<file path="src/design/imws_pkg.sv">
// Shared types, register codes and weight helpers for the IUPAC motif window scanner.
package imws_pkg;

  localparam int MASK_W     = 4;
  localparam int NPOS       = 32;
  localparam int IDX_W      = 5;
  localparam int LEN_W      = 6;
  localparam int SCORE_W    = 9;
  localparam int POS_W      = 16;
  localparam int WGT_W      = 4;
  localparam int CFG_IDX_W  = 3;
  localparam int CFG_DATA_W = 64;
  localparam int GRP        = 8;
  localparam int GSUM_W     = 7;
  localparam int THR_W      = 11;

  localparam logic [CFG_IDX_W-1:0] REG_MASKS_LOW  = 3'd0;
  localparam logic [CFG_IDX_W-1:0] REG_MASKS_HIGH = 3'd1;
  localparam logic [CFG_IDX_W-1:0] REG_LENGTH     = 3'd2;
  localparam logic [CFG_IDX_W-1:0] REG_MISMATCH   = 3'd3;
  localparam logic [CFG_IDX_W-1:0] REG_MODE       = 3'd4;
  localparam logic [CFG_IDX_W-1:0] REG_STRAND     = 3'd5;

  localparam logic MODE_BEST  = 1'b0;
  localparam logic MODE_FIRST = 1'b1;
  localparam logic STRAND_REV = 1'b1;

  typedef struct packed {
    logic [1:0] base_code;
    logic       last_base;
  } imws_in_t;

  typedef struct packed {
    logic               found;
    logic [POS_W-1:0]   match_position;
    logic [SCORE_W-1:0] window_score;
    logic [SCORE_W-1:0] mismatch_units;
  } imws_out_t;

  // Per-base bookkeeping that travels down the score pipeline
  typedef struct packed {
    logic             last;
    logic             win;
    logic             fresh;
    logic [POS_W-1:0] start;
  } imws_meta_t;

  // Settings the result stage needs
  typedef struct packed {
    logic             mode;
    logic [LEN_W-1:0] len;
    logic [LEN_W-1:0] mism;
  } imws_sel_cfg_t;

  // Twelfths earned by one base against one mask (mask 0 counts a quarter)
  function automatic logic [WGT_W-1:0] base_weight(input logic [MASK_W-1:0] mask,
                                                   input logic [1:0] b);
    logic [2:0]       cnt;
    logic [WGT_W-1:0] w;
    cnt = 3'(mask[0]) + 3'(mask[1]) + 3'(mask[2]) + 3'(mask[3]);
    if (mask == '0) begin
      w = 4'd3;
    end else if (!mask[b]) begin
      w = 4'd0;
    end else begin
      case (cnt)
        3'd1:    w = 4'd12;
        3'd2:    w = 4'd6;
        3'd3:    w = 4'd4;
        default: w = 4'd3;
      endcase
    end
    return w;
  endfunction

  function automatic logic [SCORE_W-1:0] times12(input logic [LEN_W-1:0] x);
    return {x, 3'b000} + {1'b0, x, 2'b00};
  endfunction

endpackage

</file>
<file path="src/design/imws_cell.sv">
// One window cell: holds one target base, passes it on, and scores it against its mask.
module imws_cell import imws_pkg::*; (
  input  logic              clk,
  input  logic              shift_en,
  input  logic [1:0]        base_in,
  input  logic [MASK_W-1:0] mask,
  input  logic              in_use,
  input  logic              strand,
  output logic [1:0]        base_out,
  output logic [WGT_W-1:0]  weight
);

  logic [1:0] base_r;

  // Advance the base one cell per accepted beat
  always_ff @(posedge clk) begin
    if (shift_en) begin
      base_r <= base_in;
    end
  end

  assign base_out = base_r;

  // Reverse strand compares the complement base
  assign weight = in_use ? base_weight(mask, (strand == STRAND_REV) ? ~base_r : base_r)
                         : '0;

endmodule

</file>
<file path="src/design/imws_score_tree.sv">
// Two-stage registered adder tree that totals the cell weights into a window score.
module imws_score_tree import imws_pkg::*; #(
  parameter int N = 32
) (
  input  logic                      clk,
  input  logic                      adv,
  input  logic [N-1:0][WGT_W-1:0]   weights,
  output logic [SCORE_W-1:0]        score
);

  localparam int NGRP     = (N + GRP - 1) / GRP;
  localparam int PAD_BITS = NGRP * GRP * WGT_W;

  logic [NGRP*GRP-1:0][WGT_W-1:0] wpad;
  logic [NGRP-1:0][GSUM_W-1:0]    grp_nxt;
  logic [NGRP-1:0][GSUM_W-1:0]    grp_r;
  logic [SCORE_W-1:0]             score_nxt;
  logic [SCORE_W-1:0]             score_r;

  assign wpad = PAD_BITS'(weights);

  // Sum each group of eight cells
  always_comb begin
    for (int g = 0; g < NGRP; g++) begin
      grp_nxt[g] = '0;
      for (int e = 0; e < GRP; e++) begin
        grp_nxt[g] = grp_nxt[g] + GSUM_W'(wpad[g*GRP+e]);
      end
    end
  end

  // Sum the group totals
  always_comb begin
    score_nxt = '0;
    for (int g = 0; g < NGRP; g++) begin
      score_nxt = score_nxt + SCORE_W'(grp_r[g]);
    end
  end

  always_ff @(posedge clk) begin
    if (adv) begin
      grp_r   <= grp_nxt;
      score_r <= score_nxt;
    end
  end

  assign score = score_r;

endmodule

</file>
<file path="src/design/imws_select.sv">
// Result stage: threshold test, best-window tracking and result formation.
module imws_select import imws_pkg::*; (
  input  logic               clk,
  input  logic               rst_n,
  input  logic               adv,
  input  logic               valid,
  input  imws_meta_t         meta,
  input  logic [SCORE_W-1:0] score,
  input  imws_sel_cfg_t      cfg,
  output logic               emit,
  output imws_out_t          result
);

  logic [SCORE_W-1:0] best_score_r, best_score_nxt;
  logic [POS_W-1:0]   best_pos_r,   best_pos_nxt;
  logic [SCORE_W-1:0] best_miss_r,  best_miss_nxt;
  logic               first_hit_r,  first_hit_nxt;

  logic [SCORE_W-1:0]       best_eff;
  logic                     first_eff;
  logic signed [LEN_W:0]    diff;
  logic signed [THR_W-1:0]  diff_ext;
  logic signed [THR_W-1:0]  thr;
  logic [SCORE_W-1:0]       full;
  logic                     qual;
  logic                     keep;
  logic                     hit;

  // Threshold is twelve times (length - mismatches), may go negative
  assign diff     = $signed({1'b0, cfg.len}) - $signed({1'b0, cfg.mism});
  assign diff_ext = {{(THR_W-LEN_W-1){diff[LEN_W]}}, diff};
  assign thr      = (diff_ext <<< 3) + (diff_ext <<< 2);
  assign full     = times12(cfg.len);
  assign qual     = $signed({2'b00, score}) >= thr;

  // A fresh target starts from cleared bookkeeping
  assign best_eff  = meta.fresh ? '0 : best_score_r;
  assign first_eff = meta.fresh ? 1'b0 : first_hit_r;

  assign keep = meta.win && qual && (score > best_eff);
  assign hit  = (cfg.mode == MODE_FIRST) && !first_eff && meta.win && qual;

  always_comb begin
    best_score_nxt = meta.fresh ? '0 : best_score_r;
    best_pos_nxt   = meta.fresh ? '0 : best_pos_r;
    best_miss_nxt  = meta.fresh ? '0 : best_miss_r;
    first_hit_nxt  = first_eff | hit;
    if (keep) begin
      best_score_nxt = score;
      best_pos_nxt   = meta.start;
      best_miss_nxt  = full - score;
    end
  end

  // Form the result: first hit at once, otherwise a report on the last base (in first mode only if no hit)
  always_comb begin
    emit   = 1'b0;
    result = '0;
    if (hit) begin
      emit                  = 1'b1;
      result.found          = 1'b1;
      result.match_position = meta.start;
      result.window_score   = score;
      result.mismatch_units = full - score;
    end else if (meta.last) begin
      if (cfg.mode == MODE_BEST) begin
        emit = 1'b1;
        if (best_score_nxt != '0) begin
          result.found          = 1'b1;
          result.match_position = best_pos_nxt;
          result.window_score   = best_score_nxt;
          result.mismatch_units = best_miss_nxt;
        end
      end else if (!first_eff) begin
        emit = 1'b1;
      end
    end
    emit = emit && valid;
  end

  always_ff @(posedge clk) begin
    if (!rst_n) begin
      best_score_r <= '0;
      best_pos_r   <= '0;
      best_miss_r  <= '0;
      first_hit_r  <= 1'b0;
    end else if (adv && valid) begin
      best_score_r <= best_score_nxt;
      best_pos_r   <= best_pos_nxt;
      best_miss_r  <= best_miss_nxt;
      first_hit_r  <= first_hit_nxt;
    end
  end

endmodule

</file>
<file path="src/design/iupac_motif_window_scanner_unit.sv">
// Top level of the IUPAC motif window scanner: config registers, cell row and pipeline.
// The scanner takes one target base per cycle and scores the window that the base closes
// against up to 32 IUPAC mask positions. Bases shift down a row of cells, each of which
// weighs its base against the mask of its pattern position; a two-stage adder tree totals
// the row, and a result stage applies the threshold and tracks the best window. A result
// is carried through the cell row, both tree stages and the output register. The block
// sustains one base per cycle; input ready drops only while a new result is due and the
// previous one still waits at the output. Pattern registers are read live, so write them
// only while no beat is in flight. There is no clearing pass after reset.
module iupac_motif_window_scanner_unit import imws_pkg::*; #(
  parameter int MAX_PATTERN = 32,
  parameter int MAX_TARGET  = 65536
) (
  input  logic                  clk,
  input  logic                  rst_n,
  input  logic                  in_valid,
  output logic                  in_ready,
  input  imws_in_t              in_data,
  output logic                  out_valid,
  input  logic                  out_ready,
  output imws_out_t             out_data,
  input  logic                  cfg_valid,
  output logic                  cfg_ready,
  input  logic [CFG_IDX_W-1:0]  cfg_index,
  input  logic [CFG_DATA_W-1:0] cfg_data
);

  localparam int LEN_LIMIT = (MAX_PATTERN < NPOS) ? MAX_PATTERN : NPOS;
  localparam int NCELL     = LEN_LIMIT;
  localparam int SEEN_CAP  = MAX_TARGET + MAX_PATTERN;
  localparam int SEEN_W    = $clog2(SEEN_CAP + 1);

  // Configuration registers
  logic [CFG_DATA_W-1:0] masks_low_r;
  logic [CFG_DATA_W-1:0] masks_high_r;
  logic [LEN_W-1:0]      length_r;
  logic [LEN_W-1:0]      mism_r;
  logic                  mode_r;
  logic                  strand_r;

  assign cfg_ready = 1'b1;

  always_ff @(posedge clk) begin
    if (!rst_n) begin
      masks_low_r  <= '0;
      masks_high_r <= '0;
      length_r     <= LEN_W'(1);
      mism_r       <= '0;
      mode_r       <= MODE_BEST;
      strand_r     <= 1'b0;
    end else if (cfg_valid) begin
      case (cfg_index)
        REG_MASKS_LOW:  masks_low_r  <= cfg_data;
        REG_MASKS_HIGH: masks_high_r <= cfg_data;
        REG_LENGTH:     length_r     <= cfg_data[LEN_W-1:0];
        REG_MISMATCH:   mism_r       <= cfg_data[LEN_W-1:0];
        REG_MODE:       mode_r       <= cfg_data[0];
        REG_STRAND:     strand_r     <= cfg_data[0];
        default: ;
      endcase
    end
  end

  // Clamp the pattern length into the supported range
  logic [LEN_W-1:0]             len_eff;
  logic [2*CFG_DATA_W-1:0]      masks_all;

  always_comb begin
    len_eff = length_r;
    if (length_r == '0) begin
      len_eff = LEN_W'(1);
    end else if (length_r > LEN_W'(LEN_LIMIT)) begin
      len_eff = LEN_W'(LEN_LIMIT);
    end
  end

  assign masks_all = {masks_high_r, masks_low_r};

  // Pipeline control: everything holds while a due result cannot leave
  logic       adv;
  logic       accept;
  logic       emit;
  imws_out_t  result;
  logic       v0_r, v1_r, v2_r;
  imws_meta_t m0_r, m1_r, m2_r;
  logic       out_valid_r;
  imws_out_t  out_data_r;

  assign adv      = !(emit && out_valid_r && !out_ready);
  assign in_ready = adv;
  assign accept   = in_valid && in_ready;

  // Count bases of the current target and qualify the window this base closes
  logic [SEEN_W-1:0] seen_r, seen_nxt, seen_base, start_full;
  logic              done_r;
  logic              win;

  always_comb begin
    seen_base  = done_r ? '0 : seen_r;
    seen_nxt   = (seen_base < SEEN_W'(SEEN_CAP)) ? seen_base + SEEN_W'(1) : seen_base;
    start_full = seen_nxt - SEEN_W'(len_eff);
    win        = (seen_nxt >= SEEN_W'(len_eff)) && (start_full < SEEN_W'(MAX_TARGET));
  end

  always_ff @(posedge clk) begin
    if (!rst_n) begin
      seen_r <= '0;
      done_r <= 1'b0;
    end else if (accept) begin
      seen_r <= seen_nxt;
      done_r <= in_data.last_base;
    end
  end

  // Cell row: cell 0 holds the newest base
  logic [NCELL-1:0][1:0]       cell_base;
  logic [NCELL-1:0][WGT_W-1:0] cell_wgt;

  for (genvar j = 0; j < NCELL; j++) begin : g_cell
    logic [1:0]        base_in;
    logic [LEN_W-1:0]  fwd_pos;
    logic [IDX_W-1:0]  pos;
    logic [MASK_W-1:0] mask;
    logic              in_use;

    if (j == 0) begin : g_head
      assign base_in = in_data.base_code;
    end else begin : g_body
      assign base_in = cell_base[j-1];
    end

    // Forward strand reads the pattern from the far end of the window
    assign fwd_pos = len_eff - LEN_W'(1) - LEN_W'(j);
    assign pos     = (strand_r == STRAND_REV) ? IDX_W'(j) : fwd_pos[IDX_W-1:0];
    assign mask    = masks_all[pos*MASK_W +: MASK_W];
    assign in_use  = LEN_W'(j) < len_eff;

    imws_cell u_cell (
      .clk      (clk),
      .shift_en (accept),
      .base_in  (base_in),
      .mask     (mask),
      .in_use   (in_use),
      .strand   (strand_r),
      .base_out (cell_base[j]),
      .weight   (cell_wgt[j])
    );
  end

  logic [SCORE_W-1:0] score;

  imws_score_tree #(.N(NCELL)) u_tree (
    .clk     (clk),
    .adv     (adv),
    .weights (cell_wgt),
    .score   (score)
  );

  // Carry the per-base bookkeeping alongside the tree stages
  always_ff @(posedge clk) begin
    if (!rst_n) begin
      v0_r <= 1'b0;
      v1_r <= 1'b0;
      v2_r <= 1'b0;
    end else if (adv) begin
      v0_r <= accept;
      v1_r <= v0_r;
      v2_r <= v1_r;
    end
  end

  always_ff @(posedge clk) begin
    if (accept) begin
      m0_r.last  <= in_data.last_base;
      m0_r.win   <= win;
      m0_r.fresh <= done_r;
      m0_r.start <= POS_W'(start_full);
    end
    if (adv) begin
      m1_r <= m0_r;
      m2_r <= m1_r;
    end
  end

  imws_sel_cfg_t sel_cfg;

  assign sel_cfg.mode = mode_r;
  assign sel_cfg.len  = len_eff;
  assign sel_cfg.mism = mism_r;

  imws_select u_select (
    .clk    (clk),
    .rst_n  (rst_n),
    .adv    (adv),
    .valid  (v2_r),
    .meta   (m2_r),
    .score  (score),
    .cfg    (sel_cfg),
    .emit   (emit),
    .result (result)
  );

  // Output register: load a new beat, drop one that was taken
  always_ff @(posedge clk) begin
    if (!rst_n) begin
      out_valid_r <= 1'b0;
    end else if (adv && emit) begin
      out_valid_r <= 1'b1;
    end else if (out_ready) begin
      out_valid_r <= 1'b0;
    end
  end

  always_ff @(posedge clk) begin
    if (adv && emit) begin
      out_data_r <= result;
    end
  end

  assign out_valid = out_valid_r;
  assign out_data  = out_data_r;

endmodule

</file>
<file path="config.mk">
export PLATFORM = sky130hd
export DESIGN_NAME = iupac_motif_window_scanner_unit
export DESIGN_NICKNAME = d
export VERILOG_FILES = /design/src/design/imws_pkg.sv /design/src/design/imws_cell.sv /design/src/design/imws_score_tree.sv /design/src/design/imws_select.sv /design/src/design/iupac_motif_window_scanner_unit.sv
export SDC_FILE = /design/constraint.sdc
export NUM_CORES = 2
export LEC_CHECK = 0
export BUFFER_PORTS_ARGS = -buffer_cell sky130_fd_sc_hd__buf_2
export CAP_MARGIN = 20
export CORE_MARGIN = 2
export CORE_UTILIZATION = 30
export CTS_CLUSTER_SIZE = 30
export DETAILED_ROUTE_END_ITERATION = 7
export MAX_ROUTING_LAYER = met4
export PLACE_DENSITY_LB_ADDON = 0.25
export SETUP_SLACK_MARGIN = 0.2
export SLEW_MARGIN = 10
export SYNTH_ARGS = -nofsm -noshare
export SYNTH_HDL_FRONTEND = slang
export SYNTH_SLANG_ARGS = --single-unit
export TNS_END_PERCENT = 100
</file>
<file path="constraint.sdc">
create_clock -name clk -period 10.25 [get_ports clk]
set_input_delay 1.5375 -clock clk [delete_from_list [all_inputs] [get_ports clk]]
set_output_delay 1.5375 -clock clk [all_outputs]
set_load 0.01 [all_outputs]
</file>
==> flow_results.org <==
** Power
- Comb pwr share :: 0.301
- For this design the static power due to leakage is 18.09 nW.
- Total Power Consumption :: 5.154 mW
- Net Sw Frac :: 0.3444
- Cell internal pwr :: 3.379 mW
- Largest vdd supply drop :: 0.1189 mV
- Of the total power, the clock network draws 0.341.
- In this run the power density over the cells is 119.5 nW/um^2.
- Reported net switching power :: 1.775 mW
- Part of the total power dissipated in sequential elements :: 0.359

** STA
- Subtracting the final worst setup slack from the clock period gives 9629 ps.
- Maximum clock rate :: 103.8 MHz
- The worst pin sits at a relative slew slack of 0.2233.
- Post-route worst hold slack :: 413.4 ps
- At the pin with the least slew margin, the transition time is 1162 ps.
- Setup violations remaining at the end of the flow were counted as 0.
- Final worst clock skew :: 48.25 ps
- Share of the cycle needed by the critical path after routing :: 0.9395
- Final Hold Vio Count :: 0
- The final number of max-transition violations came to 0.
- In the final timing run, aggregate negative setup slack is 0 ps.
- Setup repair after global routing could not meet its margin everywhere.

** CTS
- CTS placed an instance of clkbuf_16 at the clock tree root.
- Cts bufs inserted :: 47
- Clock-pin slew was measured on the worst setup and hold paths at 60 ps.
- CTS tree :: built
- The clock reaches the later pin of the worst-skew pair after 660 ps.
- Maximum buffer depth of the clock tree :: 3
- For this design, the sink count on the clock tree is 392.
- Max H-tree Level :: 2
- Hold Buf Count CTS :: 0

** Detailed routing
- After detailed routing, the number of vias per cell comes to 5.646.
- Final routed wire length divided by cell count :: 25.75 microns
- Wires add up to 155,800 microns.
- Violation count after the first detailed-route iteration :: 3,580
- Across all layers, the routed design uses 34,160 vias.
- Drt drc :: 0
- Final ANT Viol Nets :: 0
- Total iterations of the first detailed-routing run :: 6

** Job
- Total of max-cap violations :: 0

** Die
- Die W :: 359.2 microns
- Chip height :: 359.2 microns
- Total die area :: 129,000 sq um
- In this run the standard cell core region covers 125,400 sq um.
- Number of cell rows :: 130
- Starting utilization of the core area :: 0.3018
- Number of primary I/O pins :: 113

** Worst setup path
- Start-to-end type of the worst setup path :: flop to flop
- Data arrival time at the worst-slack endpoint :: 10,010 ps
- Slowest library cell on the worst path :: or4_2
- In this run the worst path has a maximum fanout of 14.
- STA classifies the critical path endpoint as a flop.
- For the worst setup path, the data required time is 10,630 ps.
- Crit-path max cell delay :: 780 ps
- The critical path contains buffers and inverters numbering 11 combined.
- STA classifies the critical path startpoint as a flop.
- Critical path's top delay family :: adder cells

** Cells and area
- Layout cell share with drive strength beyond 1 :: 0.1428
- At the end of the flow, the number of nets in the layout was 4,789.
- Total of fill cells in the finished design :: 12,960
- Total non-filler cell area in the finished layout :: 43,110 sq um
- Post-layout utilization of the core :: 0.3438
- Compared with the post-synthesis result, the final layout area differs by 13.90%.
- The library cell used most frequently in the layout, excluding fill and tap cells, is nand2_1.
- Summing all flip-flop and latch instances after layout gives 9786 sq um.
- Most frequent cells in the layout :: nand2_1 (501), mux2i_1 (363), inv_1 (310), a21oi_1 (252), ha_1 (228)
- Footprint of the multi-input gates :: 26,190 sq um

** Global route
- Antenna violations before repair :: 2
- The first global-routing pass estimated 225,900 microns of wire.
- Entering global routing, the biggest net connects 102 pins.
- The number of global-route vias before repair was 32,600.
- Global routing finished with a remaining overflow of 0.
- Total global routing track utilization :: 0.2405

** Logic synthesis
- Combined area of all synthesized cells :: 37,850 sq um
- Flip-flop and latch count after synthesis :: 392
- Synthesized area per cell :: 8.932 sq um
- Synth async-reset ratio :: 0
- In the synthesized netlist the dominant register cell turns out to be dfxtp_1.
- Synthesis produced a netlist with a net count of 4,666.
- Yosys warnings :: 0
- Yosys mapped the design onto 112 distinct sky130hd cell types.
- Share of the yosys chip area belonging to registers :: 0.2584
- Number of instances in the synthesized netlist :: 4,238
- Number of synthesized flops with an enable pin :: 193

** Placed design
- Summed over all nets, the half-perimeter wirelength after detailed placement is 121,700 microns.
- Once placement finished, the instance area stood at 41,290 sq um.
- The count of buffers added on input and output ports is 111.
- The congestion estimate from routability-driven global placement came to 1.044.

** Worst hold path
- The worst hold path belongs to the class flop to flop.

** Outcome
- Status :: complete, no violations
-- through the flow --
step / worst slack, ps / std cells
6_report: 620.6 / 6051
5_1_grt: 165.6 / 6050
4_1_cts: 279.6 / 6033
3_5_place_dp: 130.9 / 5948
3_3_place_gp: 273.4 / 5948
2_1_floorplan: 603.8 / 4238
-- power groups by stage --
stage | combinational [mW] | sequential (mW) | clock, mW
2_1_floorplan | 1.06 | 1.84 | 0
3_5_place_dp | 1.52 | 1.88 | 0
4_1_cts | 1.53 | 1.85 | 1.81
5_1_grt | 1.71 | 1.86 | 1.85
6_report | 1.55 | 1.85 | 1.76
3_3_place_gp | 1.51 | 1.88 | 0
-- final cells by class --
class,instances,share of cell area
multi-input combinational,3278,0.6075
clock buffer,65,0.03102
antenna,4,0.0002322
tap,1650,0.04788
sequential,392,0.2270
clock inverter,20,0.006123
inverter,321,0.02809
timing repair buffer,321,0.05215
-- cell families (layout without fill, tap and decap cells) --
logic type,count (synthesis),count (layout),synth area share
and+or+nand+nor,1173,1173,0.1505
AOI/OAI and AO/OA,1131,1131,0.2136
DFF,392,392,0.2584
buffers and inverters,568,727,0.05973
adders and majority gates,353,353,0.1413
muxes,481,481,0.1441
other,1,5,0.00009907
xor gates and xnor gates,139,139,0.03236
-- state kept, by name, summed over array words and instances (netlist names) --
signal,flops
u_select.best_score_r,9
strand_r,1
out_data,35
done_r,1
u_select.best_miss_r,9
m1_r,19
masks_low_r,64
u_select.first_hit_r,1
m2_r,19
u_tree.score,9
u_select.best_pos_r,16
v1_r,1
g_cell.u_cell.base_out,64
mism_r,6
length_r,6
u_tree.grp_r,28
m0_r,19
seen_r,17
v0_r,1
mode_r,1
out_valid,1
masks_high_r,64
v2_r,1
-- path summary, 6_finish.rpt --
path	slack (ps)	start	end	cells after the start
setup / recovery	620	length_r[1]	u_tree.grp_r[20]	38
hold / removal	410	m0_r[7]	m1_r[7]	0
setup reg to reg	620	length_r[1]	u_tree.grp_r[20]	38
hold reg to reg	410	m0_r[7]	m1_r[7]	0
-- Yosys cell counts (all sizes together), types with 92 or more instances --
master / number / area [sq um]
a21boi: 149 / 1119
clkbuf: 172 / 645.6
a21oi: 257 / 1316
xnor2: 92 / 813.3
inv: 319 / 1200
dfxtp: 199 / 3984
edfxtp: 193 / 5796
mux2i: 366 / 3675
fa: 124 / 2482
ha: 229 / 2865
nand2: 508 / 1907
o21ai: 104 / 520.5
a22o: 101 / 884.6
nor2: 183 / 699.4
-- routing by layer --
metal  share of wire  vias to the layer above  track usage
li1                -                    15740            -
met1            0.45                    16770       0.3189
met2            0.44                     1336       0.3660
met3           0.066                      324      0.03609
met4           0.047                        0      0.09787
met5               0                        -            -
-- timing repair --
item	4_1_cts	5_1_grt
setup endpoints to repair	1	14
resized for setup	1	16
setup buffers	0	10
pin swaps	0	5
hold endpoints to repair	0	0
No activity file was read; power rests on OpenSTA's default activity.
